===== config.mk =====
export PLATFORM = sky130hd
export DESIGN_NAME = rect_table_overlap_query
export DESIGN_NICKNAME = d
export VERILOG_FILES = /design/src/hdl/rtoq_pkg.sv /design/src/hdl/rtoq_ram.sv /design/src/hdl/rtoq_match.sv /design/src/hdl/rect_table_overlap_query.sv
export VERILOG_INCLUDE_DIRS = /design/src /design/src/hdl
export SDC_FILE = /design/constraint.sdc
export NUM_CORES = 2
export LEC_CHECK = 0
export BUFFER_PORTS_ARGS = -buffer_cell sky130_fd_sc_hd__buf_4
export CAP_MARGIN = 10
export CORE_MARGIN = 2
export CORE_UTILIZATION = 49
export CTS_CLUSTER_SIZE = 25
export DETAILED_ROUTE_END_ITERATION = 8
export GPL_TIMING_DRIVEN = 0
export SLEW_MARGIN = 25
export SYNTH_ARGS = -nofsm -noshare
export SYNTH_HDL_FRONTEND = slang
export SYNTH_HIERARCHICAL = 1
export SYNTH_SLANG_ARGS = --single-unit
export TNS_END_PERCENT = 100

===== constraint.sdc =====
create_clock -name clk -period 10.4 [get_ports clk]
set_clock_uncertainty 0.05 [all_clocks]
set_input_delay 1.04 -clock clk [delete_from_list [all_inputs] [get_ports clk]]
set_output_delay 1.04 -clock clk [all_outputs]
set_load 0.1 [all_outputs]

===== src/hdl/assert_macros.svh =====
// Assertion macros for the RTL of the rectangle table block.
`ifndef ASSERT_MACROS_SVH
`define ASSERT_MACROS_SVH

`ifndef SYNTHESIS
// Checks that a property holds at every rising edge out of reset.
`define ASSERT_PROP(lbl, clk, rst_n, prop) \
  lbl: assert property (@(posedge clk) disable iff (!rst_n) (prop)) \
    else $error("property check failed");
// Checks that a condition is never true out of reset.
`define ASSERT_NEVER(lbl, clk, rst_n, cond) \
  lbl: assert property (@(posedge clk) disable iff (!rst_n) !(cond)) \
    else $error("forbidden condition seen");
`else
`define ASSERT_PROP(lbl, clk, rst_n, prop)
`define ASSERT_NEVER(lbl, clk, rst_n, cond)
`endif

`endif


===== src/hdl/rtoq_pkg.sv =====
// Types, constants and helper functions of the rectangle table overlap query block.
package rtoq_pkg;

  localparam int NUM_SLOTS  = 64;
  localparam int COORD_BITS = 16;
  localparam int SIZE_BITS  = 10;
  localparam int SLOT_BITS  = 6;
  localparam int KIND_BITS  = 2;
  localparam int CMD_BITS   = 2;

  // Index width of the slot table.
  localparam int SLOT_W = (NUM_SLOTS > 1) ? $clog2(NUM_SLOTS) : 1;

  // Edge width: a coordinate plus a size never overflows this.
  localparam int EDGE_W = ((COORD_BITS > SIZE_BITS) ? COORD_BITS : SIZE_BITS + 1) + 1;

  typedef logic [SLOT_W-1:0]            slot_idx_t;
  typedef logic signed [COORD_BITS-1:0] coord_t;
  typedef logic [SIZE_BITS-1:0]         size_t;
  typedef logic signed [EDGE_W-1:0]     edge_t;

  typedef enum logic [CMD_BITS-1:0] {
    CMD_WRITE     = 2'd0,
    CMD_CLEAR     = 2'd1,
    CMD_CLEAR_BLK = 2'd2,
    CMD_QUERY     = 2'd3
  } cmd_t;

  // One stored rectangle.
  typedef struct packed {
    logic [KIND_BITS-1:0] kind;
    coord_t               x;
    coord_t               y;
    size_t                w;
    size_t                h;
  } entry_t;

  localparam int ENTRY_W = $bits(entry_t);

  // Query edges, worked out once when the query beat is accepted.
  typedef struct packed {
    edge_t left_blk;
    edge_t left_bomb;
    edge_t top_blk;
    edge_t top_bomb;
    edge_t right;
    edge_t bottom;
  } query_t;

  // Bit one of the kind marks a bomb; kind three counts as a bomb too.
  function automatic logic is_bomb(input logic [KIND_BITS-1:0] k);
    return k[1];
  endfunction

  function automatic edge_t coord_edge(input coord_t c);
    return edge_t'(c);
  endfunction

  function automatic edge_t size_edge(input size_t s);
    return edge_t'(s);
  endfunction

endpackage


===== src/hdl/rtoq_ram.sv =====
// Generic single-port-write, single-port-read RAM with a registered read.
module rtoq_ram #(
  parameter int WIDTH = 8,
  parameter int DEPTH = 64
) (
  input  logic                                     clk,
  input  logic                                     wr_en,
  input  logic [((DEPTH > 1) ? $clog2(DEPTH) : 1)-1:0] wr_addr,
  input  logic [WIDTH-1:0]                         wr_data,
  input  logic                                     rd_en,
  input  logic [((DEPTH > 1) ? $clog2(DEPTH) : 1)-1:0] rd_addr,
  output logic [WIDTH-1:0]                         rd_data
);

  logic [WIDTH-1:0] mem_r [DEPTH];
  logic [WIDTH-1:0] rd_data_r;

  // Write port and registered read port.
  always_ff @(posedge clk) begin
    if (wr_en) begin
      mem_r[wr_addr] <= wr_data;
    end
    if (rd_en) begin
      rd_data_r <= mem_r[rd_addr];
    end
  end

  assign rd_data = rd_data_r;

endmodule


===== src/hdl/rtoq_match.sv =====
// Strict overlap test of one stored rectangle against the query edges.
module rtoq_match
  import rtoq_pkg::*;
(
  input  query_t query,
  input  entry_t entry,
  output logic   hit
);

  edge_t ent_left;
  edge_t ent_top;
  edge_t ent_right;
  edge_t ent_bottom;
  edge_t q_left;
  edge_t q_top;

  // Entry edges at full width.
  always_comb begin
    ent_left   = coord_edge(entry.x);
    ent_top    = coord_edge(entry.y);
    ent_right  = ent_left + size_edge(entry.w);
    ent_bottom = ent_top + size_edge(entry.h);
  end

  // Bombs are tested without the inset.
  always_comb begin
    q_left = is_bomb(entry.kind) ? query.left_bomb : query.left_blk;
    q_top  = is_bomb(entry.kind) ? query.top_bomb  : query.top_blk;
  end

  // Edges that only touch do not count.
  assign hit = (ent_bottom > q_top) && (ent_top < query.bottom) &&
               (ent_right > q_left) && (ent_left < query.right);

endmodule


===== src/hdl/rect_table_overlap_query.sv =====
// Top level of the rectangle table overlap query block: control, flags and output beat.
//
// The block keeps a table of rectangles in slots. Each input beat carries a
// command: write a slot, clear a slot, clear every block slot while keeping
// bombs, or query a rectangle. Every input beat yields exactly one output beat
// with the hit flag, which is zero for all commands other than a query.
// Both channels use valid and ready; a beat moves when both are high.
// Write, clear and clear-all take one cycle: the output beat is valid at the
// edge after acceptance, and the next input beat can be taken in that cycle.
// A query reads the rectangle memory one slot per cycle over all 64 slots, and
// the block takes no new beat until the scan has finished and its output beat
// is in the output register; the single read port of the memory sets this
// pace. Valid bits and bomb flags sit in flip-flops next to the memory.
// Reset clears all valid bits and the handshake state; the table is empty
// right after reset and no clearing pass is needed. While the receiver holds
// out_ready low, the output beat waits in its register and no new input beat
// is taken.
module rect_table_overlap_query
  import rtoq_pkg::*;
(
  input  logic                  clk,
  input  logic                  rst_n,
  input  logic                  in_valid,
  output logic                  in_ready,
  input  logic [CMD_BITS-1:0]   in_cmd,
  input  logic [SLOT_BITS-1:0]  in_slot,
  input  logic [KIND_BITS-1:0]  in_kind,
  input  logic signed [COORD_BITS-1:0] in_pos_x,
  input  logic signed [COORD_BITS-1:0] in_pos_y,
  input  logic [SIZE_BITS-1:0]  in_width,
  input  logic [SIZE_BITS-1:0]  in_height,
  input  logic [SIZE_BITS-1:0]  in_inset_x,
  input  logic [SIZE_BITS-1:0]  in_inset_y,
  output logic                  out_valid,
  input  logic                  out_ready,
  output logic                  out_hit
);

`include "assert_macros.svh"

  typedef enum logic [2:0] {
    ST_IDLE  = 3'b001,
    ST_SCAN  = 3'b010,
    ST_DRAIN = 3'b100
  } state_t;

  localparam slot_idx_t LAST_SLOT = slot_idx_t'(NUM_SLOTS - 1);

  state_t         state_r, state_nxt;
  logic [NUM_SLOTS-1:0] valid_r, valid_nxt;
  logic [NUM_SLOTS-1:0] bomb_r;
  slot_idx_t      scan_addr_r, scan_addr_nxt;
  logic           rd_vld_r, rd_vld_nxt;
  logic           rd_ent_vld_r;
  logic           rd_last_r;
  logic           hit_acc_r, hit_acc_nxt;
  logic           out_valid_r, out_valid_nxt;
  logic           out_hit_r, out_hit_nxt;
  query_t         query_r;

  logic           accept;
  cmd_t           cmd;
  slot_idx_t      in_idx;
  logic           slot_ok;
  logic           mem_we;
  logic           mem_re;
  entry_t         wr_entry;
  logic [ENTRY_W-1:0] rd_word;
  entry_t         rd_entry;
  logic           match_hit;
  logic           cmp_hit;
  logic           finish;

  // Input handshake: one item at a time, output register free or draining.
  assign in_ready = (state_r == ST_IDLE) && (!out_valid_r || out_ready);
  assign accept   = in_valid && in_ready;
  assign cmd      = cmd_t'(in_cmd);
  assign in_idx   = slot_idx_t'(in_slot);
  assign slot_ok  = (int'(in_slot) < NUM_SLOTS);

  // Rectangle memory: written on a slot write, read during a scan.
  assign mem_we = accept && (cmd == CMD_WRITE) && slot_ok;
  assign mem_re = (state_r == ST_SCAN);

  always_comb begin
    wr_entry.kind = in_kind;
    wr_entry.x    = in_pos_x;
    wr_entry.y    = in_pos_y;
    wr_entry.w    = in_width;
    wr_entry.h    = in_height;
  end

  rtoq_ram #(
    .WIDTH (ENTRY_W),
    .DEPTH (NUM_SLOTS)
  ) u_ram (
    .clk     (clk),
    .wr_en   (mem_we),
    .wr_addr (in_idx),
    .wr_data (wr_entry),
    .rd_en   (mem_re),
    .rd_addr (scan_addr_r),
    .rd_data (rd_word)
  );

  assign rd_entry = entry_t'(rd_word);

  rtoq_match u_match (
    .query (query_r),
    .entry (rd_entry),
    .hit   (match_hit)
  );

  // Compare stage in the cycle after the memory read.
  assign cmp_hit = rd_vld_r && rd_ent_vld_r && match_hit;
  assign finish  = rd_vld_r && rd_last_r;

  // Valid bit updates.
  always_comb begin
    valid_nxt = valid_r;
    if (accept) begin
      unique case (cmd)
        CMD_WRITE: begin
          if (slot_ok) begin
            valid_nxt[in_idx] = 1'b1;
          end
        end
        CMD_CLEAR: begin
          if (slot_ok) begin
            valid_nxt[in_idx] = 1'b0;
          end
        end
        CMD_CLEAR_BLK: begin
          valid_nxt = valid_r & bomb_r;
        end
        CMD_QUERY: begin
          valid_nxt = valid_r;
        end
        default: begin
          valid_nxt = valid_r;
        end
      endcase
    end
  end

  // Sequencer for the scan.
  always_comb begin
    state_nxt     = state_r;
    scan_addr_nxt = scan_addr_r;
    rd_vld_nxt    = 1'b0;
    unique case (state_r)
      ST_IDLE: begin
        if (accept && (cmd == CMD_QUERY)) begin
          state_nxt     = ST_SCAN;
          scan_addr_nxt = '0;
        end
      end
      ST_SCAN: begin
        rd_vld_nxt = 1'b1;
        if (scan_addr_r == LAST_SLOT) begin
          state_nxt = ST_DRAIN;
        end else begin
          scan_addr_nxt = scan_addr_r + slot_idx_t'(1);
        end
      end
      ST_DRAIN: begin
        if (finish) begin
          state_nxt = ST_IDLE;
        end
      end
      default: begin
        state_nxt = ST_IDLE;
      end
    endcase
  end

  // Hit accumulation and the output register.
  always_comb begin
    hit_acc_nxt   = hit_acc_r | cmp_hit;
    out_valid_nxt = out_valid_r && !out_ready;
    out_hit_nxt   = out_hit_r;
    if (accept) begin
      hit_acc_nxt = 1'b0;
      if (cmd != CMD_QUERY) begin
        out_valid_nxt = 1'b1;
        out_hit_nxt   = 1'b0;
      end
    end
    if (finish) begin
      out_valid_nxt = 1'b1;
      out_hit_nxt   = hit_acc_r | cmp_hit;
    end
  end

  // Control registers.
  always_ff @(posedge clk) begin
    if (!rst_n) begin
      state_r     <= ST_IDLE;
      valid_r     <= '0;
      rd_vld_r    <= 1'b0;
      out_valid_r <= 1'b0;
    end else begin
      state_r     <= state_nxt;
      valid_r     <= valid_nxt;
      rd_vld_r    <= rd_vld_nxt;
      out_valid_r <= out_valid_nxt;
    end
  end

  // Payload registers.
  always_ff @(posedge clk) begin
    scan_addr_r  <= scan_addr_nxt;
    hit_acc_r    <= hit_acc_nxt;
    out_hit_r    <= out_hit_nxt;
    rd_ent_vld_r <= valid_r[scan_addr_r];
    rd_last_r    <= (scan_addr_r == LAST_SLOT);
    if (mem_we) begin
      bomb_r[in_idx] <= is_bomb(in_kind);
    end
    if (accept && (cmd == CMD_QUERY)) begin
      query_r.left_blk  <= coord_edge(in_pos_x) + size_edge(in_inset_x);
      query_r.left_bomb <= coord_edge(in_pos_x);
      query_r.top_blk   <= coord_edge(in_pos_y) + size_edge(in_inset_y);
      query_r.top_bomb  <= coord_edge(in_pos_y);
      query_r.right     <= coord_edge(in_pos_x) + size_edge(in_width);
      query_r.bottom    <= coord_edge(in_pos_y) + size_edge(in_height);
    end
  end

  assign out_valid = out_valid_r;
  assign out_hit   = out_hit_r;

  // A query starts a scan from slot zero.
  `ASSERT_PROP(a_query_scans, clk, rst_n,
    (accept && (cmd == CMD_QUERY)) |=> (state_r == ST_SCAN) && (scan_addr_r == '0))
  // Other commands answer in the next cycle with no hit.
  `ASSERT_PROP(a_cmd_answer, clk, rst_n,
    (accept && (cmd != CMD_QUERY)) |=> (out_valid_r && !out_hit_r))
  // The output register is empty during a scan.
  `ASSERT_NEVER(a_no_out_in_scan, clk, rst_n, (state_r == ST_SCAN) && out_valid_r)
  // Read data only arrives after a scan cycle.
  `ASSERT_PROP(a_read_from_scan, clk, rst_n, rd_vld_r |-> ($past(state_r) == ST_SCAN))
  // A scan finishes only in the drain state.
  `ASSERT_PROP(a_finish_drain, clk, rst_n, finish |-> (state_r == ST_DRAIN))

endmodule


-- After elaboration in Yosys (flattened, before gate mapping)
Memories as Yosys holds them, arrays and structs flattened. A register that Yosys moved wholly into a read port is not among the register bits.
Index checks and enable logic that the tools add are counted.
- word-level logic and storage cells: 96
- RAM bits: 3456
- memories: 1
- bits in registers: 243
- eq/ne operators: 12
- reductions and logical operators: 23
- muxes and demuxes: 24
- $lt $le $gt $ge: 7
- bitwise logic cells: 6
- $add $sub $neg: 7
- memory list (memory ; depth ; bits a word ; read ports ; clocked after Yosys merged registers in ; write ports ; RTL line ; text):
    u_ram.mem_r ; 64 ; 54 ; 1 ; 1 ; 1 ; rtoq_ram.sv:15 ; logic [WIDTH-1:0] mem_r [DEPTH];
- operators with widths (operator ; count):
    64-bit one-hot mux with 3 select lines ; 1
    64-bit bitwise AND ; 2
    16-bit by 11-bit adder with 17-bit output ; 6
    64-bit bitwise mux ; 1
    64-bit inverter ; 1
    64-bit bitwise OR ; 1
    17-bit greater-than comparator ; 2
    16-bit by 17-bit less-than comparator with 1-bit output ; 2
    17-bit two-way mux ; 2
    6-bit by 7-bit less-than comparator with 1-bit output, second input constant ; 2
    1-bit logical AND ; 12
    6-bit two-way mux ; 2
    6-bit one-hot mux with 2 select lines ; 1
    1-bit two-way mux ; 11
    3-bit two-way mux ; 3
    3-bit one-hot mux with 3 select lines ; 1
    6-bit by 1-bit adder with 6-bit output, second input constant ; 1
    1-bit binary-select mux with 6-bit select ; 1
    1-bit demux with 6-bit select ; 1
    6-bit equality test, second input constant ; 1
    6-bit by 1-bit greater-or-equal comparator with 1-bit output, second input constant ; 1
    2-bit inequality test, second input constant ; 3
    3-bit AND reduction ; 2
    2-bit nonzero test ; 3
    12 further kinds ; 16

-- Depth between registers and ports, before layout
- depth in word-level cells: 8
- depth in mapped cells: 18

-- By module
The synthesis kept the hierarchy.
- modules (own cells, without submodules) (module ; area each (µm²) ; cells each ; times used):
    rtoq_ram ; 132687.3 ; 5494 ; 1
    rect_table_overlap_query ; 12101.6 ; 1010 ; 1
    rtoq_match ; 3032.9 ; 395 ; 1

-- Worst setup path after synthesis
Ideal clock, no wire load.
- kind: in2reg
- start: input out_ready
- end: memory u_ram/mem_r[48][0] (netlist name) (enable)
- path slack: 3.705 ns
- cell stages on the path: 9
- arrival: 6.113 ns
- library setup time: 0.532 ns
- buffers on the path: 2
- data required time: 9.818 ns
- cell sequence: nor2b_1 nor4b_4 nand2_1 clkbuf_1 buf_1 inv_1 nor2b_1 nand4b_1 nor3_1
- cells in the longest elaborated chain, start to end: 6
- RTL lines (element ; RTL line ; text):
    start: declaration ; rect_table_overlap_query.sv:35 ; input logic out_ready,
    1-bit logical OR ; rect_table_overlap_query.sv:75 ; assign in_ready = (state_r == ST_IDLE) && (!out_valid_r || out_ready);
    1-bit logical AND ; rect_table_overlap_query.sv:75 ;
    1-bit logical AND ; rect_table_overlap_query.sv:76 ; assign accept = in_valid && in_ready;
    1-bit logical AND ; rect_table_overlap_query.sv:82 ; assign mem_we = accept && (cmd == CMD_WRITE) && slot_ok;
    net mem_we ; rect_table_overlap_query.sv:65 ; logic mem_we;
    1-bit two-way mux ; rtoq_ram.sv:20 ; if (wr_en) begin
    1-bit two-way mux (not written as such) ; rtoq_ram.sv:21 ; mem_r[wr_addr] <= wr_data;
    end: declaration ; rtoq_ram.sv:15 ;
The timed path passes the listed nets, and every way through them passes these cells.

-- Worst setup path in the final report
- start: register u_ram.rd_data_r[20], in the netlist u_ram/rd_data[20] (read register of u_ram.mem_r)
- end: register out_hit_r, in the netlist out_hit, data pin
- cells in the longest elaborated chain, start to end: 8
- elaborated cells between the ends (all ways): 9
- RTL lines (element ; RTL line ; text):
    start: declaration ; rtoq_ram.sv:16 ; logic [WIDTH-1:0] rd_data_r;
    16-bit by 11-bit adder with 17-bit output ; rtoq_match.sv:22 ; ent_bottom = ent_top + size_edge(entry.h);
    17-bit greater-than comparator ; rtoq_match.sv:32 ; assign hit = (ent_bottom > q_top) && (ent_top < query.bottom) &&
    1-bit logical AND * (2 in series) ; rtoq_match.sv:32 ;
    1-bit logical AND * ; rtoq_match.sv:33 ; (ent_right > q_left) && (ent_left < query.right);
    net match_hit ; rect_table_overlap_query.sv:70 ; logic match_hit;
    1-bit logical AND * ; rect_table_overlap_query.sv:115 ; assign cmp_hit = rd_vld_r && rd_ent_vld_r && match_hit;
    1-bit bitwise OR * ; rect_table_overlap_query.sv:191 ; out_hit_nxt = hit_acc_r | cmp_hit;
    1-bit two-way mux * ; rect_table_overlap_query.sv:189 ; if (finish) begin
    end signal: assignment ; rect_table_overlap_query.sv:214 ; out_hit_r <= out_hit_nxt;
    end: declaration ; rect_table_overlap_query.sv:58 ; logic out_hit_r, out_hit_nxt;
The timed path passes the listed nets; every way through them passes the cells marked *.
A chain may end at the register's enable or synchronous reset.

==> results by group <==
Outcome
  – Status: complete, no violations

Floorplan
  – Io pins: 89
  – Full die area: roughly 300,000 µm²
  – Starting Density: 0.491
  – Rows: 200
  – Core area: about 300,000 µm²
  – Die Y: between 500 and 600 µm
  – Die Wd: roughly 550 µm

Drt
  – DRC: 0
  – Vias/cell: roughly 6.7
  – Antenna Nets Post-Route: 0
  – Initial DRC Count: ~12,000
  – Final WL: 480 mm
  – DRT Pass-1 Iters: 6
  – Routed length per placed instance: 40.4 µm
  – Via count: around 80,000

Clocking
  – Num CTS Buffers: 380
  – CTS Buffer Depth: 4
  – CTS tree: done
  – Worst-path clk slew: approximately 0.06 ns
  – Root Driver: clkbuf_16
  – Hold-fix buffers, CTS: 0
  – Setup bufs post-CTS: 0
  – H-tree levels: 5
  – Clk sinks: about 3,700
  – Clk Latency, worst-skew pair: around 0.95 ns
  – Post-cts sizing count: 0

Layout
  – FILL cells: around 21,000
  – Ratio of cells with drive above 1 in the final layout: 0.297
  – Design area: ~170,000 µm²
  – Register area: about 110,000 µm²
  – Final Util: 0.579
  – Most frequent cells in the layout: edfxtp_1, mux4_2, clkbuf_16
  – Multi-input gate area: about 34,000 µm²
  – Area added between synthesis and finish: 17.9%
  – Commonest non-fill, non-tap cell in the layout: edfxtp_1
  – Nets: a little under 8,000

Power and ir drop
  – LEAKAGE: 54.5 nW
  – Pwr dens: between 150 and 200 nW/µm²
  – Peak supply drop: 0.146 mV
  – Pwr Total: just over 0.03 W

Timing
  – RSZ-0062 raised after global routing: false
  – Slew HR: 0.148
  – Hold slack: approximately 0.35 ns
  – Max Freq: around 180 MHz
  – Worst slew pin tran: between 1 and 1.5 ns
  – Max-slew violation count: 0
  – Final Critical Period: 5.70 ns
  – Final hold violation count: 0
  – Final Cycle Share: 0.548
  – Setup Viol. Count Final: 0

Place
  – Dpl hpwl: between 300 and 400 mm
  – Routability-driven placement congestion ratio: slightly below 0.9
  – Post-DP Area: 159,000 µm²
  – IO buf count: between 80 and 90

Critical path
  – Crit. End Element: register
  – Critical path fanouts, max: 4
  – Worst setup SP type: register
  – Arrival time worst endpoint: between 6 and 7 ns
  – Crit Path Class: reg2reg
  – Crit path required time: 11.16 ns

Logic synthesis
  – YS warnings: 6
  – Syn_nets: roughly 7,000
  – Syn Area/Cell: between 20 and 25 µm²
  – Synthesized instance count: 6,807
  – Synthesized area: 145,000 µm²

GRT
  – Vias in the first global route: around 77,000
  – Largest net degree at the start of global routing: 129
  – Initial antenna violation count: 25
  – First-pass GRT wire length: 645 mm
  – Total grt overflow: 0
  – Total GRT Usage: 0.318

Worst hold path
  – Worst hold-check path type: in2reg

Run
  – Max_cap viols: 0
[flip-flops by register name (all words and copies together) (netlist names)]
name / flops
rd_ent_vld_r: 1
state_r: 3
scan_addr_r: 6
valid_r: 64
rd_vld_r: 1
u_ram/rd_data: 53
hit_acc_r: 1
rd_last_r: 1
out_hit: 1
u_ram/mem_r: 3392
query_r: 100
out_valid: 1
bomb_r: 64
[worst paths after layout]
path              depth (start not counted)  slack, ns     endpoint         startpoint
setup / recovery                         17       4.70      out_hit  u_ram/rd_data[20]
hold / removal                            2       0.35  query_r[85]      in_inset_x[0]
setup reg to reg                         17       4.70      out_hit  u_ram/rd_data[20]
hold reg to reg                           2       0.44    hit_acc_r          hit_acc_r
[cell type report]
type | count | area share
inverters | 61 | 0.00138
diodes | 19 | 0.000277
plain buffers | 366 | 0.0124
well taps | 3939 | 0.0287
flip-flops and latches | 3688 | 0.642
repair buffers | 423 | 0.0495
clock inverters | 240 | 0.0126
multi-input cells | 2692 | 0.196
clock buffers | 455 | 0.0576
[layer usage]
metal  vias to the layer above  routed length, µm  track usage  part of all wire
li1                      30300                  -            -                 -
met1                     43000             176000        0.428              0.37
met3                       994              56700       0.0850              0.12
met2                      5201             223000        0.493              0.46
met4                        32              24600        0.139             0.051
met5                         -                461            0           0.00096
[metrics by stage]
stage,worst slack [ns],std cells,setup TNS (ns)
floorplan,3.78,6807,0
global placement,-5.08,10800,-2152.50
detailed placement,4.72,11200,0
CTS,4.70,11900,0
global route,4.47,11900,0
finish,4.70,11900,0
[worst max-delay path, cell delays in order, from the launching register on]
cell and delay [ns]:
edfxtp_1 0.46, ha_1 0.25, inv_1 0.10, fa_1 0.29, nor2b_4 0.06, o31a_1 0.29, o311a_4 0.35, o41ai_4 0.34
o21ai_2 0.14, a32o_1 0.25, ha_1 0.33, nand4_1 0.14, or4_1 0.57, o211ai_1 0.84, nand3_1 0.15, nor4_1 0.69
a21oi_1 0.17, nor2_1 0.11
[where the power goes]
group          switching [W]  leakage, nW  internal [W]
Sequential        0.00000986         33.1        0.0164
Combinational       0.000773         15.6      0.000345
Clock                0.00581         5.86       0.00751
Total                0.00660         54.5        0.0242
(Power assumes the default switching activity.)
